==> src/rtl/region_intrusion_classifier_macros.svh <==
// Assertion shorthands for the region intrusion classifier.
// Both sample on clk_i and are switched off while rst_ni is low.
`ifndef REGION_INTRUSION_CLASSIFIER_MACROS_SVH
`define REGION_INTRUSION_CLASSIFIER_MACROS_SVH

// A property that must hold at every clock edge out of reset.
`define RIC_ASSERT(lbl, prop, msg) \
  lbl: assert property (@(posedge clk_i) disable iff (!rst_ni) (prop)) else $error(msg);

// When the trigger holds, the consequence must hold in the following cycle.
`define RIC_ASSERT_NEXT(lbl, trig, cons, msg) \
  lbl: assert property (@(posedge clk_i) disable iff (!rst_ni) (trig) |=> (cons)) \
    else $error(msg);

`endif

==> src/rtl/ric_pkg.sv <==
package ric_pkg;

  localparam int unsigned CFG_W      = 12;
  localparam int unsigned AREA_W     = 23;
  localparam int unsigned RUN_W      = 4;
  localparam int unsigned MASK_W     = 8;
  localparam int unsigned CODE_W     = 2;
  localparam int unsigned CFG_IDX_W  = 3;

  localparam logic [AREA_W-1:0] AREA_CAP = 23'd4194304;
  localparam logic [RUN_W-1:0]  RUN_CAP  = 4'd15;

  // Register reset values.
  localparam logic [CFG_W-1:0]  FRAME_WIDTH_RST = 12'd640;
  localparam logic [CFG_W-1:0]  COL_START_RST   = 12'd213;
  localparam logic [CFG_W-1:0]  COL_END_RST     = 12'd426;
  localparam logic [CFG_W-1:0]  ROW_START_RST   = 12'd160;
  localparam logic [CFG_W-1:0]  ROW_END_RST     = 12'd320;
  localparam logic [AREA_W-1:0] LARGE_THR_RST   = 23'd600;
  localparam logic [AREA_W-1:0] SMALL_THR_RST   = 23'd100;
  localparam logic [RUN_W-1:0]  PERSIST_RST     = 4'd4;

  typedef enum logic [CFG_IDX_W-1:0] {
    REG_FRAME_WIDTH,
    REG_COL_START,
    REG_COL_END,
    REG_ROW_START,
    REG_ROW_END,
    REG_LARGE_THR,
    REG_SMALL_THR,
    REG_PERSIST
  } cfg_reg_e;

  localparam logic [CODE_W-1:0] CLASS_NONE  = 2'd0;
  localparam logic [CODE_W-1:0] CLASS_SMALL = 2'd1;
  localparam logic [CODE_W-1:0] CLASS_LARGE = 2'd2;

  localparam logic [CODE_W-1:0] ALARM_NONE    = 2'd0;
  localparam logic [CODE_W-1:0] ALARM_PERSON  = 2'd1;
  localparam logic [CODE_W-1:0] ALARM_VEHICLE = 2'd2;

  typedef struct packed {
    logic [MASK_W-1:0] mask_value;
    logic              end_of_frame;
  } pix_t;

  typedef struct packed {
    logic [AREA_W-1:0] region_area;
    logic [CODE_W-1:0] frame_class;
    logic [CODE_W-1:0] alarm_kind;
  } res_t;

endpackage

==> src/rtl/ric_channels.sv <==
interface ric_pix_if;
  logic          valid;
  logic          ready;
  ric_pkg::pix_t data;

  modport source (output valid, output data, input ready);
  modport sink (input valid, input data, output ready);
endinterface

interface ric_res_if;
  logic          valid;
  logic          ready;
  ric_pkg::res_t data;

  modport source (output valid, output data, input ready);
  modport sink (input valid, input data, output ready);
endinterface

==> src/rtl/region_intrusion_classifier.sv <==
// Region intrusion classifier.
// pix_i takes foreground-mask pixels in raster order, one request per pixel;
// the block keeps its own column and row count and counts nonzero pixels
// inside the configured rectangle. The request flagged end_of_frame closes
// the frame: res_o then carries one request with the frame's area, its
// class and any alarm. Other pixels produce nothing on res_o.
// A pixel is taken in every cycle while the skid stage is empty; the result
// of an end-of-frame pixel is registered into the output register when that
// is free, else into the skid stage. All per-pixel work is one increment and
// a few compares, so the rate is one pixel per clock while the skid is empty.
// When the receiver stalls, one more result parks in the skid stage and
// pix_i.ready drops until the output register drains.
// Registers are written through cfg_we_i / cfg_idx_i / cfg_wdata_i; the user
// must write them only while the block is idle; it does not enforce this.
// An asynchronous reset (rst_ni low) loads the register defaults, clears
// position, area and run counts, and empties the output and skid stages.
`include "region_intrusion_classifier_macros.svh"

module region_intrusion_classifier #(
  parameter int unsigned MAX_WIDTH  = 2048,
  parameter int unsigned MAX_HEIGHT = 2048
) (
  input  logic                             clk_i,
  input  logic                             rst_ni,
  input  logic                             cfg_we_i,
  input  logic [ric_pkg::CFG_IDX_W-1:0]    cfg_idx_i,
  input  logic [ric_pkg::AREA_W-1:0]       cfg_wdata_i,
  ric_pix_if.sink                          pix_i,
  ric_res_if.source                        res_o
);

  localparam int unsigned CW    = $clog2(MAX_WIDTH);
  localparam int unsigned RW    = $clog2(MAX_HEIGHT);
  localparam int unsigned CMPW  = (CW + 1 > ric_pkg::CFG_W) ? CW + 1 : ric_pkg::CFG_W;
  localparam int unsigned RCMPW = (RW > ric_pkg::CFG_W) ? RW : ric_pkg::CFG_W;

  // Configuration registers.
  logic [ric_pkg::CFG_W-1:0]  frame_width_q, col_start_q, col_end_q;
  logic [ric_pkg::CFG_W-1:0]  row_start_q, row_end_q;
  logic [ric_pkg::AREA_W-1:0] large_thr_q, small_thr_q;
  logic [ric_pkg::RUN_W-1:0]  persist_q;

  // Frame state.
  logic [CW-1:0]              col_q, col_d;
  logic [RW-1:0]              row_q, row_d;
  logic [ric_pkg::AREA_W-1:0] area_q, area_d, area_nxt;
  logic [ric_pkg::RUN_W-1:0]  lrun_q, lrun_d, srun_q, srun_d;
  logic [ric_pkg::RUN_W-1:0]  lrun_bump, srun_bump;

  // Output register and skid stage.
  logic          out_valid_q, skid_valid_q;
  ric_pkg::res_t out_q, skid_q, res_new;

  logic              pix_acc, eof_acc, out_free;
  logic [CMPW-1:0]   col_ext, col_inc;
  logic [RCMPW-1:0]  row_ext;
  logic              wrap, row_last, hit;

  assign pix_i.ready = !skid_valid_q;
  assign pix_acc     = pix_i.valid && pix_i.ready;
  assign eof_acc     = pix_acc && pix_i.data.end_of_frame;
  assign out_free    = !out_valid_q || res_o.ready;

  assign res_o.valid = out_valid_q;
  assign res_o.data  = out_q;

  // Register writes.
  always_ff @(posedge clk_i or negedge rst_ni) begin
    if (!rst_ni) begin
      frame_width_q <= ric_pkg::FRAME_WIDTH_RST;
      col_start_q   <= ric_pkg::COL_START_RST;
      col_end_q     <= ric_pkg::COL_END_RST;
      row_start_q   <= ric_pkg::ROW_START_RST;
      row_end_q     <= ric_pkg::ROW_END_RST;
      large_thr_q   <= ric_pkg::LARGE_THR_RST;
      small_thr_q   <= ric_pkg::SMALL_THR_RST;
      persist_q     <= ric_pkg::PERSIST_RST;
    end else if (cfg_we_i) begin
      case (ric_pkg::cfg_reg_e'(cfg_idx_i))
        ric_pkg::REG_FRAME_WIDTH: frame_width_q <= cfg_wdata_i[ric_pkg::CFG_W-1:0];
        ric_pkg::REG_COL_START:   col_start_q   <= cfg_wdata_i[ric_pkg::CFG_W-1:0];
        ric_pkg::REG_COL_END:     col_end_q     <= cfg_wdata_i[ric_pkg::CFG_W-1:0];
        ric_pkg::REG_ROW_START:   row_start_q   <= cfg_wdata_i[ric_pkg::CFG_W-1:0];
        ric_pkg::REG_ROW_END:     row_end_q     <= cfg_wdata_i[ric_pkg::CFG_W-1:0];
        ric_pkg::REG_LARGE_THR:   large_thr_q   <= cfg_wdata_i;
        ric_pkg::REG_SMALL_THR:   small_thr_q   <= cfg_wdata_i;
        ric_pkg::REG_PERSIST:     persist_q     <= cfg_wdata_i[ric_pkg::RUN_W-1:0];
        default: ;
      endcase
    end
  end

  // Position, region test and area count.
  always_comb begin
    col_ext  = CMPW'(col_q);
    col_inc  = col_ext + CMPW'(1);
    row_ext  = RCMPW'(row_q);
    // A zero frame width behaves as width one since col_inc is never zero.
    wrap     = (col_inc >= CMPW'(frame_width_q)) || (col_inc >= CMPW'(MAX_WIDTH));
    row_last = (row_q == RW'(MAX_HEIGHT - 1));
    hit      = (pix_i.data.mask_value != '0) &&
               (col_ext >= CMPW'(col_start_q)) && (col_ext < CMPW'(col_end_q)) &&
               (row_ext >= RCMPW'(row_start_q)) && (row_ext < RCMPW'(row_end_q));
    area_nxt = (hit && (area_q < ric_pkg::AREA_CAP)) ? area_q + 1'b1 : area_q;
  end

  // Frame close: classification and run counts; next position and area.
  always_comb begin
    lrun_bump = (lrun_q < ric_pkg::RUN_CAP) ? lrun_q + 1'b1 : ric_pkg::RUN_CAP;
    srun_bump = (srun_q < ric_pkg::RUN_CAP) ? srun_q + 1'b1 : ric_pkg::RUN_CAP;

    res_new.region_area = area_nxt;
    res_new.alarm_kind  = ric_pkg::ALARM_NONE;
    lrun_d = lrun_q;
    srun_d = srun_q;

    // The large test comes first, so overlapping thresholds favor large.
    if (area_nxt > large_thr_q) begin
      res_new.frame_class = ric_pkg::CLASS_LARGE;
      srun_d = '0;
      lrun_d = lrun_bump;
      if (lrun_bump > persist_q) begin
        res_new.alarm_kind = ric_pkg::ALARM_VEHICLE;
        lrun_d = '0;
      end
    end else if (area_nxt > small_thr_q) begin
      res_new.frame_class = ric_pkg::CLASS_SMALL;
      lrun_d = '0;
      srun_d = srun_bump;
      if (srun_bump > persist_q) begin
        res_new.alarm_kind = ric_pkg::ALARM_PERSON;
        srun_d = '0;
      end
    end else begin
      res_new.frame_class = ric_pkg::CLASS_NONE;
      lrun_d = '0;
      srun_d = '0;
    end

    if (pix_i.data.end_of_frame) begin
      col_d  = '0;
      row_d  = '0;
      area_d = '0;
    end else begin
      col_d  = wrap ? '0 : col_inc[CW-1:0];
      row_d  = (wrap && !row_last) ? row_q + 1'b1 : row_q;
      area_d = area_nxt;
    end
  end

  always_ff @(posedge clk_i or negedge rst_ni) begin
    if (!rst_ni) begin
      col_q  <= '0;
      row_q  <= '0;
      area_q <= '0;
      lrun_q <= '0;
      srun_q <= '0;
    end else if (pix_acc) begin
      col_q  <= col_d;
      row_q  <= row_d;
      area_q <= area_d;
      if (pix_i.data.end_of_frame) begin
        lrun_q <= lrun_d;
        srun_q <= srun_d;
      end
    end
  end

  // Output register with one skid entry behind it. Ready is low whenever
  // the skid entry is full, so a new result never meets a full skid.
  always_ff @(posedge clk_i or negedge rst_ni) begin
    if (!rst_ni) begin
      out_valid_q  <= 1'b0;
      skid_valid_q <= 1'b0;
    end else if (out_free) begin
      out_valid_q  <= skid_valid_q || eof_acc;
      skid_valid_q <= 1'b0;
    end else if (eof_acc) begin
      skid_valid_q <= 1'b1;
    end
  end

  always_ff @(posedge clk_i) begin
    if (out_free) begin
      out_q <= skid_valid_q ? skid_q : res_new;
    end else if (eof_acc) begin
      skid_q <= res_new;
    end
  end

  `RIC_ASSERT(a_skid_behind_out, !skid_valid_q || out_valid_q, "skid entry full while output empty")
  `RIC_ASSERT(a_alarm_matches_class, !out_valid_q || out_q.alarm_kind == ric_pkg::ALARM_NONE || out_q.alarm_kind == out_q.frame_class, "alarm kind disagrees with frame class")
  `RIC_ASSERT(a_area_capped, area_q <= ric_pkg::AREA_CAP, "area count beyond its cap")
  `RIC_ASSERT_NEXT(a_eof_restarts_frame, eof_acc, col_q == '0 && row_q == '0 && area_q == '0, "frame state not cleared after end of frame")
  `RIC_ASSERT_NEXT(a_none_clears_runs, eof_acc && res_new.frame_class == ric_pkg::CLASS_NONE, lrun_q == '0 && srun_q == '0, "run counts kept after an empty frame")

endmodule
==> src/flat_wrapper.sv <==
// flat-port wrapper written by rule: the top's interface ports become plain ports
module region_intrusion_classifier_flat 
#(
  parameter int unsigned MAX_WIDTH  = 2048,
  parameter int unsigned MAX_HEIGHT = 2048
)
  (clk_i, rst_ni, cfg_we_i, cfg_idx_i, cfg_wdata_i, pix_i_valid, pix_i_data, pix_i_ready, res_o_valid, res_o_data, res_o_ready);
  ric_pix_if pix_i_i ();
  ric_res_if res_o_i ();
  input  logic clk_i;
  input  logic rst_ni;
  input  logic cfg_we_i;
  input  logic [ric_pkg::CFG_IDX_W-1:0] cfg_idx_i;
  input  logic [ric_pkg::AREA_W-1:0] cfg_wdata_i;
  input wire logic [$bits(pix_i_i.valid)-1:0] pix_i_valid;
  input wire logic [$bits(pix_i_i.data)-1:0] pix_i_data;
  output wire logic [$bits(pix_i_i.ready)-1:0] pix_i_ready;
  output wire logic [$bits(res_o_i.valid)-1:0] res_o_valid;
  output wire logic [$bits(res_o_i.data)-1:0] res_o_data;
  input wire logic [$bits(res_o_i.ready)-1:0] res_o_ready;
  assign pix_i_i.valid = pix_i_valid;
  assign pix_i_i.data = pix_i_data;
  assign pix_i_ready = pix_i_i.ready;
  assign res_o_valid = res_o_i.valid;
  assign res_o_data = res_o_i.data;
  assign res_o_i.ready = res_o_ready;
  region_intrusion_classifier #(.MAX_WIDTH(MAX_WIDTH), .MAX_HEIGHT(MAX_HEIGHT)) u_core (.clk_i(clk_i), .rst_ni(rst_ni), .cfg_we_i(cfg_we_i), .cfg_idx_i(cfg_idx_i), .cfg_wdata_i(cfg_wdata_i), .pix_i(pix_i_i), .res_o(res_o_i));
endmodule
==> config.mk <==
export PLATFORM = sky130hd
export DESIGN_NAME = region_intrusion_classifier_flat
export DESIGN_NICKNAME = d
export VERILOG_FILES = /design/src/rtl/ric_pkg.sv /design/src/rtl/ric_channels.sv /design/src/rtl/region_intrusion_classifier.sv /design/src/flat_wrapper.sv
export VERILOG_INCLUDE_DIRS = /design/src /design/src/rtl
export SDC_FILE = /design/constraint.sdc
export NUM_CORES = 1
export LEC_CHECK = 0
export BUFFER_PORTS_ARGS = -buffer_cell sky130_fd_sc_hd__buf_2
export CORE_MARGIN = 10
export CORE_UTILIZATION = 35
export CTS_CLUSTER_SIZE = 14
export DETAILED_ROUTE_END_ITERATION = 7
export MAX_ROUTING_LAYER = met4
export SYNTH_ARGS = -nofsm -noshare
export SYNTH_HDL_FRONTEND = slang
export SYNTH_SLANG_ARGS = --single-unit
==> constraint.sdc <==
create_clock -name clk_i -period 14.15 [get_ports clk_i]
set_input_delay 2.83 -clock clk_i [delete_from_list [all_inputs] [get_ports clk_i]]
set_output_delay 2.83 -clock clk_i [all_outputs]
set_load 0.01 [all_outputs]
==> Yosys cells after proc, flatten, opt, wreduce, memory -nomap -nowiden <==
Cells that the tools add are included.
W data, S select, Z words.
{ "op_classes": {"add_sub_neg": 5, "multipliers": 0, "n_div": 0, "order_cmp": 13, "eq_ne": 8, "shifts": 0, "mux": 21, "n_bitwise": 1, "reduce_logical": 29} }
{ "ops": {"columns": ["operator", "count"], "rows": [
  ["$gt A23 B23 Y1", 2],
  ["$mux W23", 2],
  ["$mux W11", 4],
  ["$mux W4", 8],
  ["$mux W27", 1],
  ["$ge A11 B12 Y1", 2],
  ["$lt A11 B12 Y1", 2],
  ["$add A23 B1 Y23 const B", 1],
  ["$lt A23 B23 Y1 const B", 1],
  ["$reduce_and A2 Y1", 11],
  ["$add A11 B1 Y12 const B", 1],
  ["$eq A3 B3 Y1 const B", 4],
  ["$ge A12 B12 Y1", 1],
  ["$ge A12 B12 Y1 const B", 1],
  ["$add A11 B1 Y11 const B", 1],
  ["$eq A11 B11 Y1 const B", 1],
  ["$add A4 B1 Y4 const B", 2],
  ["$gt A4 B4 Y1", 2],
  ["$logic_and A1 B1 Y1", 8],
  ["$lt A4 B4 Y1 const B", 2],
  ["$reduce_bool A8 Y1", 1],
  ["$eq A3 B2 Y1 const B", 2],
  ["$mux W1", 5],
  ["$reduce_bool A2 Y1", 2],
  ["other kinds (6)", 10]
]} }
{ "word_totals": {"regBits": 219, "latch_bits": 0, "ram_bits": 0, "mem_bits_ro": 0, "input_bits": 40, "out_inout_bits": 29, "elab_cells": 98, "memories": 0} }

==> Logic depth before layout (Yosys ltp) <==
{ "logic_depth": {"word_depth": 11, "depth_mapped": 20, "ltp_nobuf": 18} }

==> Least setup slack after synthesis <==
Ideal clock, no wire load.
{ "synth_timing": {"path_type": "input port to flip-flop", "startpoint": "input pix_i_data[5]", "endpoint": "register u_core.out_q (netlist bit u_core.res_o.data[1]), data pin", "setup_time_ns": 0.260, "t_arrival_ns": 6.392, "required_time_ns": 13.890, "slack_ns": 7.498, "stages": 17, "n_path_buf": 2, "cell_sequence": "nor4_1 > nand2_1 > o221ai_1 > a211o_1 > or4_1 > buf_2 > buf_6 > or3_1 > nand2_1 > ha_1 > a2111oi_0 > o21ai_0 > a221o_1 > o31ai_1 > inv_1 > and2_1 > mux2_2"} }
{ "synth_lines": {"columns": ["element", "line_no", "source"], "rows": [
  ["start, declared", "flat_wrapper.sv:16", "input wire logic [$bits(pix_i_i.data)-1:0] pix_i_data;"],
  ["end signal, assigned", "region_intrusion_classifier.sv:185", "out_q <= skid_valid_q ? skid_q : res_new;"],
  ["end, declared", "region_intrusion_classifier.sv:52", "ric_pkg::res_t out_q, skid_q, res_new;"]
]} }

==> Worst setup path after layout <==
{ "layout_timing": {"startpoint": "input pix_i_data[8]", "endpoint": "register u_core.srun_q[1] (netlist name)"} }
{ "layout_via": {"elab_chain_cells": 10, "word_cells_on_any_way": 11, "classes_between": "2 x order compare; 3 x mux; 6 x reduce/logical"} }
{ "layout_lines": {"columns": ["element", "line_no", "source"], "rows": [
  ["$reduce_bool A8 Y1 (*)", "region_intrusion_classifier.sv:101", "hit = (pix_i.data.mask_value != '0) &&"],
  ["$logic_and A1 B1 Y1 (*)", "region_intrusion_classifier.sv:101", null],
  ["$logic_and A1 B1 Y1 (*) (2 in series)", "region_intrusion_classifier.sv:102", "(col_ext >= CMPW'(col_start_q)) && (col_ext < CMPW'(col_end_q)) &&"],
  ["$logic_and A1 B1 Y1 (*)", "region_intrusion_classifier.sv:103", "(row_ext >= RCMPW'(row_start_q)) && (row_ext < RCMPW'(row_end_q));"],
  ["$logic_and A1 B1 Y1 (*)", "region_intrusion_classifier.sv:104", "area_nxt = (hit && (area_q < ric_pkg::AREA_CAP)) ? area_q + 1'b1 : area_q;"],
  ["$mux W23 (*)", "region_intrusion_classifier.sv:104", null],
  ["net u_core.area_nxt, one bit", "region_intrusion_classifier.sv:46", "logic [ric_pkg::AREA_W-1:0] area_q, area_d, area_nxt;"],
  ["$gt A23 B23 Y1", "region_intrusion_classifier.sv:126", "end else if (area_nxt > small_thr_q) begin"],
  ["$mux W4", "region_intrusion_classifier.sv:126", null],
  ["$mux W4 (*)", "region_intrusion_classifier.sv:118", "if (area_nxt > large_thr_q) begin"],
  ["end signal, assigned", "region_intrusion_classifier.sv:164", "srun_q <= srun_d;"],
  ["end, declared", "region_intrusion_classifier.sv:47", "logic [ric_pkg::RUN_W-1:0] lrun_q, lrun_d, srun_q, srun_d;"]
]} }
The timed path passes the listed nets; every way through them passes the cells marked *.
A chain may end at the register's enable or synchronous reset.

==> Flow_metrics.wiki <==
{| class="wikitable"
! Metric !! Value
|-
| Final design instance area without fill || 0.0139 mm^2
|-
| Proportion of power drawn by the clock network || 0.358
|-
| Number of nets in the final layout || 1415
|-
| Yosys warning count || 0
|-
| Switching power summed over all nets || 492 uW
|-
| Number of port buffers || 68
|-
| Top cell type by total area after synthesis || sky130_fd_sc_hd__dfrtp_1
|-
| Initial antenna violation count || 1
|-
| Cells on worst reg2reg path || 15
|-
| Starting Density || 0.354
|-
| Critical path launch point type || primary input
|-
| Leading cell types by total area after synthesis || sky130_fd_sc_hd__dfrtp_1 29%, sky130_fd_sc_hd__edfxtp_1 13%, sky130_fd_sc_hd__ha_1 12%
|-
| Rows || 68
|-
| Critical Path AT || 7.58 ns
|-
| Inserted Diodes || 0
|-
| Weighted congestion reported at the end of routability-driven placement || 0.829
|-
| Period utilization || 0.508
|-
| Total via count in the routed design || 9116
|-
| Highest clock rate || 0.139 GHz
|-
| Area of the die || 0.0428 mm^2
|-
| Detail Route Antenna Nets || 0
|-
| Total setup violations reported at the end of the flow || 0
|-
| Fillcell total || 3432
|-
| Setup crit end kind || flip-flop
|-
| Overall Global Routing Usage || 0.144
|-
| Resized cells post-CTS || 0
|-
| # clock sinks || 219
|-
| Cell breakdown of the critical path || buf_2, nor4_1, nand2_1, o221ai_1, a211o_1, or4_1, o21a_1, or2_2, ha_1, a2111oi_0, o21ai_0, a221o_1, o31ai_1, o211ai_1, o41ai_1
|-
| Vias per std cell || 5.25
|-
| Total Neg Setup Slack || 0 ns
|-
| Number of enable flip-flop cells after synthesis || 54
|-
| Number of global-route vias before repair || 9126
|-
| Layout Area Growth over Synthesis || 13.8%
|-
| Syn nets || 1346
|-
| Hold path startpoint || u_core.col_start_q[6]
|-
| Unrepaired setup endpoints after global routing || false
|-
| Post-synth ARST share || 0.753
|-
| H-tree depth reported by CTS || 1
|-
| Clock-pin slew reported for the worst setup and hold paths after clock tree synthesis || 0.06 ns
|-
| Peak supply drop || 0.0845 mV
|-
| Gr ovfl total || 0
|-
| Critical register-to-register path endpoint || u_core.srun_q[1]
|-
| Total length of routed met2 wires || 13700 um
|-
| Final Hold Violating Endpoints || 0
|-
| DP HPWL || 21600 um
|-
| Boundary pin count || 69
|-
| Area fraction of the dominant cell type after synthesis || 0.288
|-
| Num CTS Buffers || 25
|-
| Violation count after the first detailed-route iteration || 499
|-
| Post-synthesis instance total || 1193
|-
| Cell depth of the worst min-delay path || 2
|-
| Hold-critical path endpoint || u_core.col_start_q[6]
|-
| Slew Limit Fails || 0
|-
| Clk Latency, worst-skew pair || 0.53 ns
|-
| Pwr/cell area || 125 mW/mm^2
|-
| Type of the worst setup path || in2reg
|-
| Path type of the worst min-delay path || reg2reg
|-
| Share of power burned in combinational logic || 0.184
|-
| Slowest library cell on the worst path || sky130_fd_sc_hd__or4_1
|-
| Fraction of the yosys area taken by sequential cells || 0.472
|-
| Net switching fraction of the power || 0.282
|-
| Post-synth cell types || 67
|-
| Mean instance size in the synthesized netlist || 10.3 um^2
|-
| Register-to-register setup slack || 8.27 ns
|-
| Maximum number of pins on one net before global-route repair || 85
|-
| Max-slew headroom at the worst pin || 0.266
|-
| Worst reg2reg path startpoint || u_core.col_q[10]
|-
| Number of max-capacitance violations reported || 0
|-
| Placed cell area || 0.0131 mm^2
|-
| Required time of the worst setup path || 14.54 ns
|-
| Cell with the most instances after synthesis || sky130_fd_sc_hd__dfrtp_1
|-
| Post-detailed-route wirelength per cell || 17.1 um
|-
| Crit path time final || 7.19 ns
|-
| Slew of the pin with the lowest slew margin || 1.10 ns
|-
| Synth Cell Area || 0.0122 mm^2
|-
| Maximum fanout count along the critical path || 25
|-
| Max Root-Sink Buffers || 3
|-
| Met3 wire len || 1380 um
|-
| TritonCTS clock tree || built
|-
| Global-route wire length before repair || 48500 um
|-
| Vert. Die Dim || 207 um
|-
| Static Leakage || 0.00641 uW
|-
| Area of the core region || 0.0345 mm^2
|-
| Cell-internal power || 1250 uW
|-
| Top layer used by detailed routing || met4
|-
| Most frequent cells after synthesis || 141 x sky130_fd_sc_hd__dfrtp_1, 128 x sky130_fd_sc_hd__nand2_1, 126 x sky130_fd_sc_hd__inv_1
|-
| Post-cts hold buffer count || 0
|-
| Flip-flop and latch count after synthesis || 219
|-
| Root Buffer || sky130_fd_sc_hd__clkbuf_16
|-
| # Post-CTS Setup Buffers || 0
|-
| Met1 layer wirelength in the final routing || 14100 um
|-
| Worst path max stage delay || 0.91 ns
|-
| Detailed Route WL || 29700 um
|-
| Predominant post-synthesis flop cell || sky130_fd_sc_hd__dfrtp_1
|-
| Fraction of layout instances using a drive strength above 1 || 0.184
|-
| Final Skew || 0.0234 ns
|-
| Chip Width || 207 um
|-
| Register share of total power || 0.458
|-
| Result of the run || complete, no violations
|-
| Number of detailed-routing iterations run before antenna repair || 5
|-
| Remaining DRCs || 0
|}
## registers in the layout, indices dropped and copies added, names as in the netlist
signal	flops
u_core.srun_q	4
u_core.frame_width_q	12
u_core.row_start_q	12
u_core.col_start_q	12
u_core.skid_q	27
u_core.res_o.valid	1
u_core.row_end_q	12
u_core.lrun_q	4
u_core.row_q	11
u_core.area_q	23
u_core.col_end_q	12
u_core.col_q	11
u_core.persist_q	4
u_core.res_o.data	27
u_core.large_thr_q	23
u_core.skid_valid_q	1
u_core.small_thr_q	23
## stage by stage
stage / total power (uW) / instances / utilization / hold WS, ns / setup WS (ns)
2_1_floorplan: 1020 / 1193 / - / 0.470 / 7.50
3_3_place_gp: 1120 / 1690 / 0.380 / 0.488 / 6.51
3_5_place_dp: 1130 / 1690 / 0.380 / 0.493 / 6.32
4_1_cts: 1770 / 1736 / 0.403 / 0.506 / 6.89
5_1_grt: 1850 / 1736 / 0.403 / 0.511 / 6.53
6_report: 1750 / 1736 / 0.403 / 0.503 / 6.96
## cell type report
class / instances / area [um^2] / area share
multi-input cells: 804 / 5840 / 0.419
flip-flops and latches: 219 / 5780 / 0.415
clock buffers: 36 / 707 / 0.0507
well taps: 455 / 569 / 0.0409
inverters: 127 / 477 / 0.0342
repair buffers: 85 / 474 / 0.0340
clock inverters: 10 / 83.8 / 0.00602
## cells in the final DEF (no fill, tap or decap), types with 5 or more instances in the layout
cell type	Yosys	routed
sky130_fd_sc_hd__dfrtp_1	141	141
sky130_fd_sc_hd__nand2_1	128	128
sky130_fd_sc_hd__inv_1	126	126
sky130_fd_sc_hd__ha_1	113	113
sky130_fd_sc_hd__o21ai_0	76	76
sky130_fd_sc_hd__mux2_2	73	73
sky130_fd_sc_hd__buf_2	2	67
sky130_fd_sc_hd__edfxtp_1	54	54
sky130_fd_sc_hd__nor2_1	50	48
sky130_fd_sc_hd__nand3_1	36	36
sky130_fd_sc_hd__a21oi_1	31	31
sky130_fd_sc_hd__clkbuf_16	0	25
sky130_fd_sc_hd__nand4_1	24	24
sky130_fd_sc_hd__dfstp_2	24	24
sky130_fd_sc_hd__nand2b_1	18	18
sky130_fd_sc_hd__a21o_1	18	18
sky130_fd_sc_hd__nor3_1	19	17
sky130_fd_sc_hd__a31oi_1	17	17
sky130_fd_sc_hd__buf_4	0	17
sky130_fd_sc_hd__a32o_1	15	15
sky130_fd_sc_hd__o211ai_1	14	14
sky130_fd_sc_hd__o21a_1	13	13
sky130_fd_sc_hd__nor4_1	13	12
sky130_fd_sc_hd__nor2b_1	11	11
sky130_fd_sc_hd__or4_1	10	10
sky130_fd_sc_hd__and3_1	9	9
sky130_fd_sc_hd__xnor2_1	8	8
sky130_fd_sc_hd__or3_1	8	8
sky130_fd_sc_hd__o31a_1	8	8
sky130_fd_sc_hd__o311ai_0	8	8
sky130_fd_sc_hd__clkbuf_1	37	7
sky130_fd_sc_hd__o31ai_1	6	6
sky130_fd_sc_hd__nand4b_1	5	5
sky130_fd_sc_hd__xor2_1	5	5
sky130_fd_sc_hd__o41ai_1	5	5
sky130_fd_sc_hd__clkinv_2	0	5
## cell families after synthesis
family                   Yosys count  share of synthesized area
buffers and inverters            170                     0.0530
AO/OA/AOI/OAI                    248                      0.136
adder cells (fa/ha/maj)          113                      0.116
multiplexers                      77                     0.0706
flip-flops                       219                      0.472
AND/OR/NAND/NOR                  353                      0.143
XOR/XNOR                          13                    0.00930
## critical path: cells and delay by family
kind            cells  cell delay, ns
buf+inv             1            0.10
fa+ha+maj           1            0.18
simple gates        4            1.40
compound gates      9            3.03
## per-layer routing
| layer | up-vias | global-route usage |
|---|---|---|
| met4 | 0 | 0.0300 |
| met2 | 201 | 0.225 |
| met1 | 4403 | 0.196 |
| met5 | - | - |
| met3 | 41 | 0.0200 |
| li1 | 4471 | - |
## power groups by stage
stage	sequential, uW	clock, uW	combinational, uW
after global routing	809	668	372
after global placement	806	0	316
after detailed placement	809	0	323
after floorplan	802	0	216
final	798	625	321
after CTS	798	641	327
## how the worst max path moves through the flow
stage / start / end / slack (ns) / cells after the start
floorplan: pix_i_data[5] / u_core.res_o.data[1] / 7.50 / 17
detailed placement: pix_i_data[8] / u_core.srun_q[1] / 6.32 / 15
CTS: pix_i_data[8] / u_core.srun_q[1] / 6.89 / 15
global placement: pix_i_data[8] / u_core.srun_q[3] / 6.51 / 15
global route: pix_i_data[8] / u_core.srun_q[3] / 6.53 / 15
finish: pix_i_data[8] / u_core.srun_q[1] / 6.96 / 15
No activity file was read; power rests on OpenSTA's default activity.
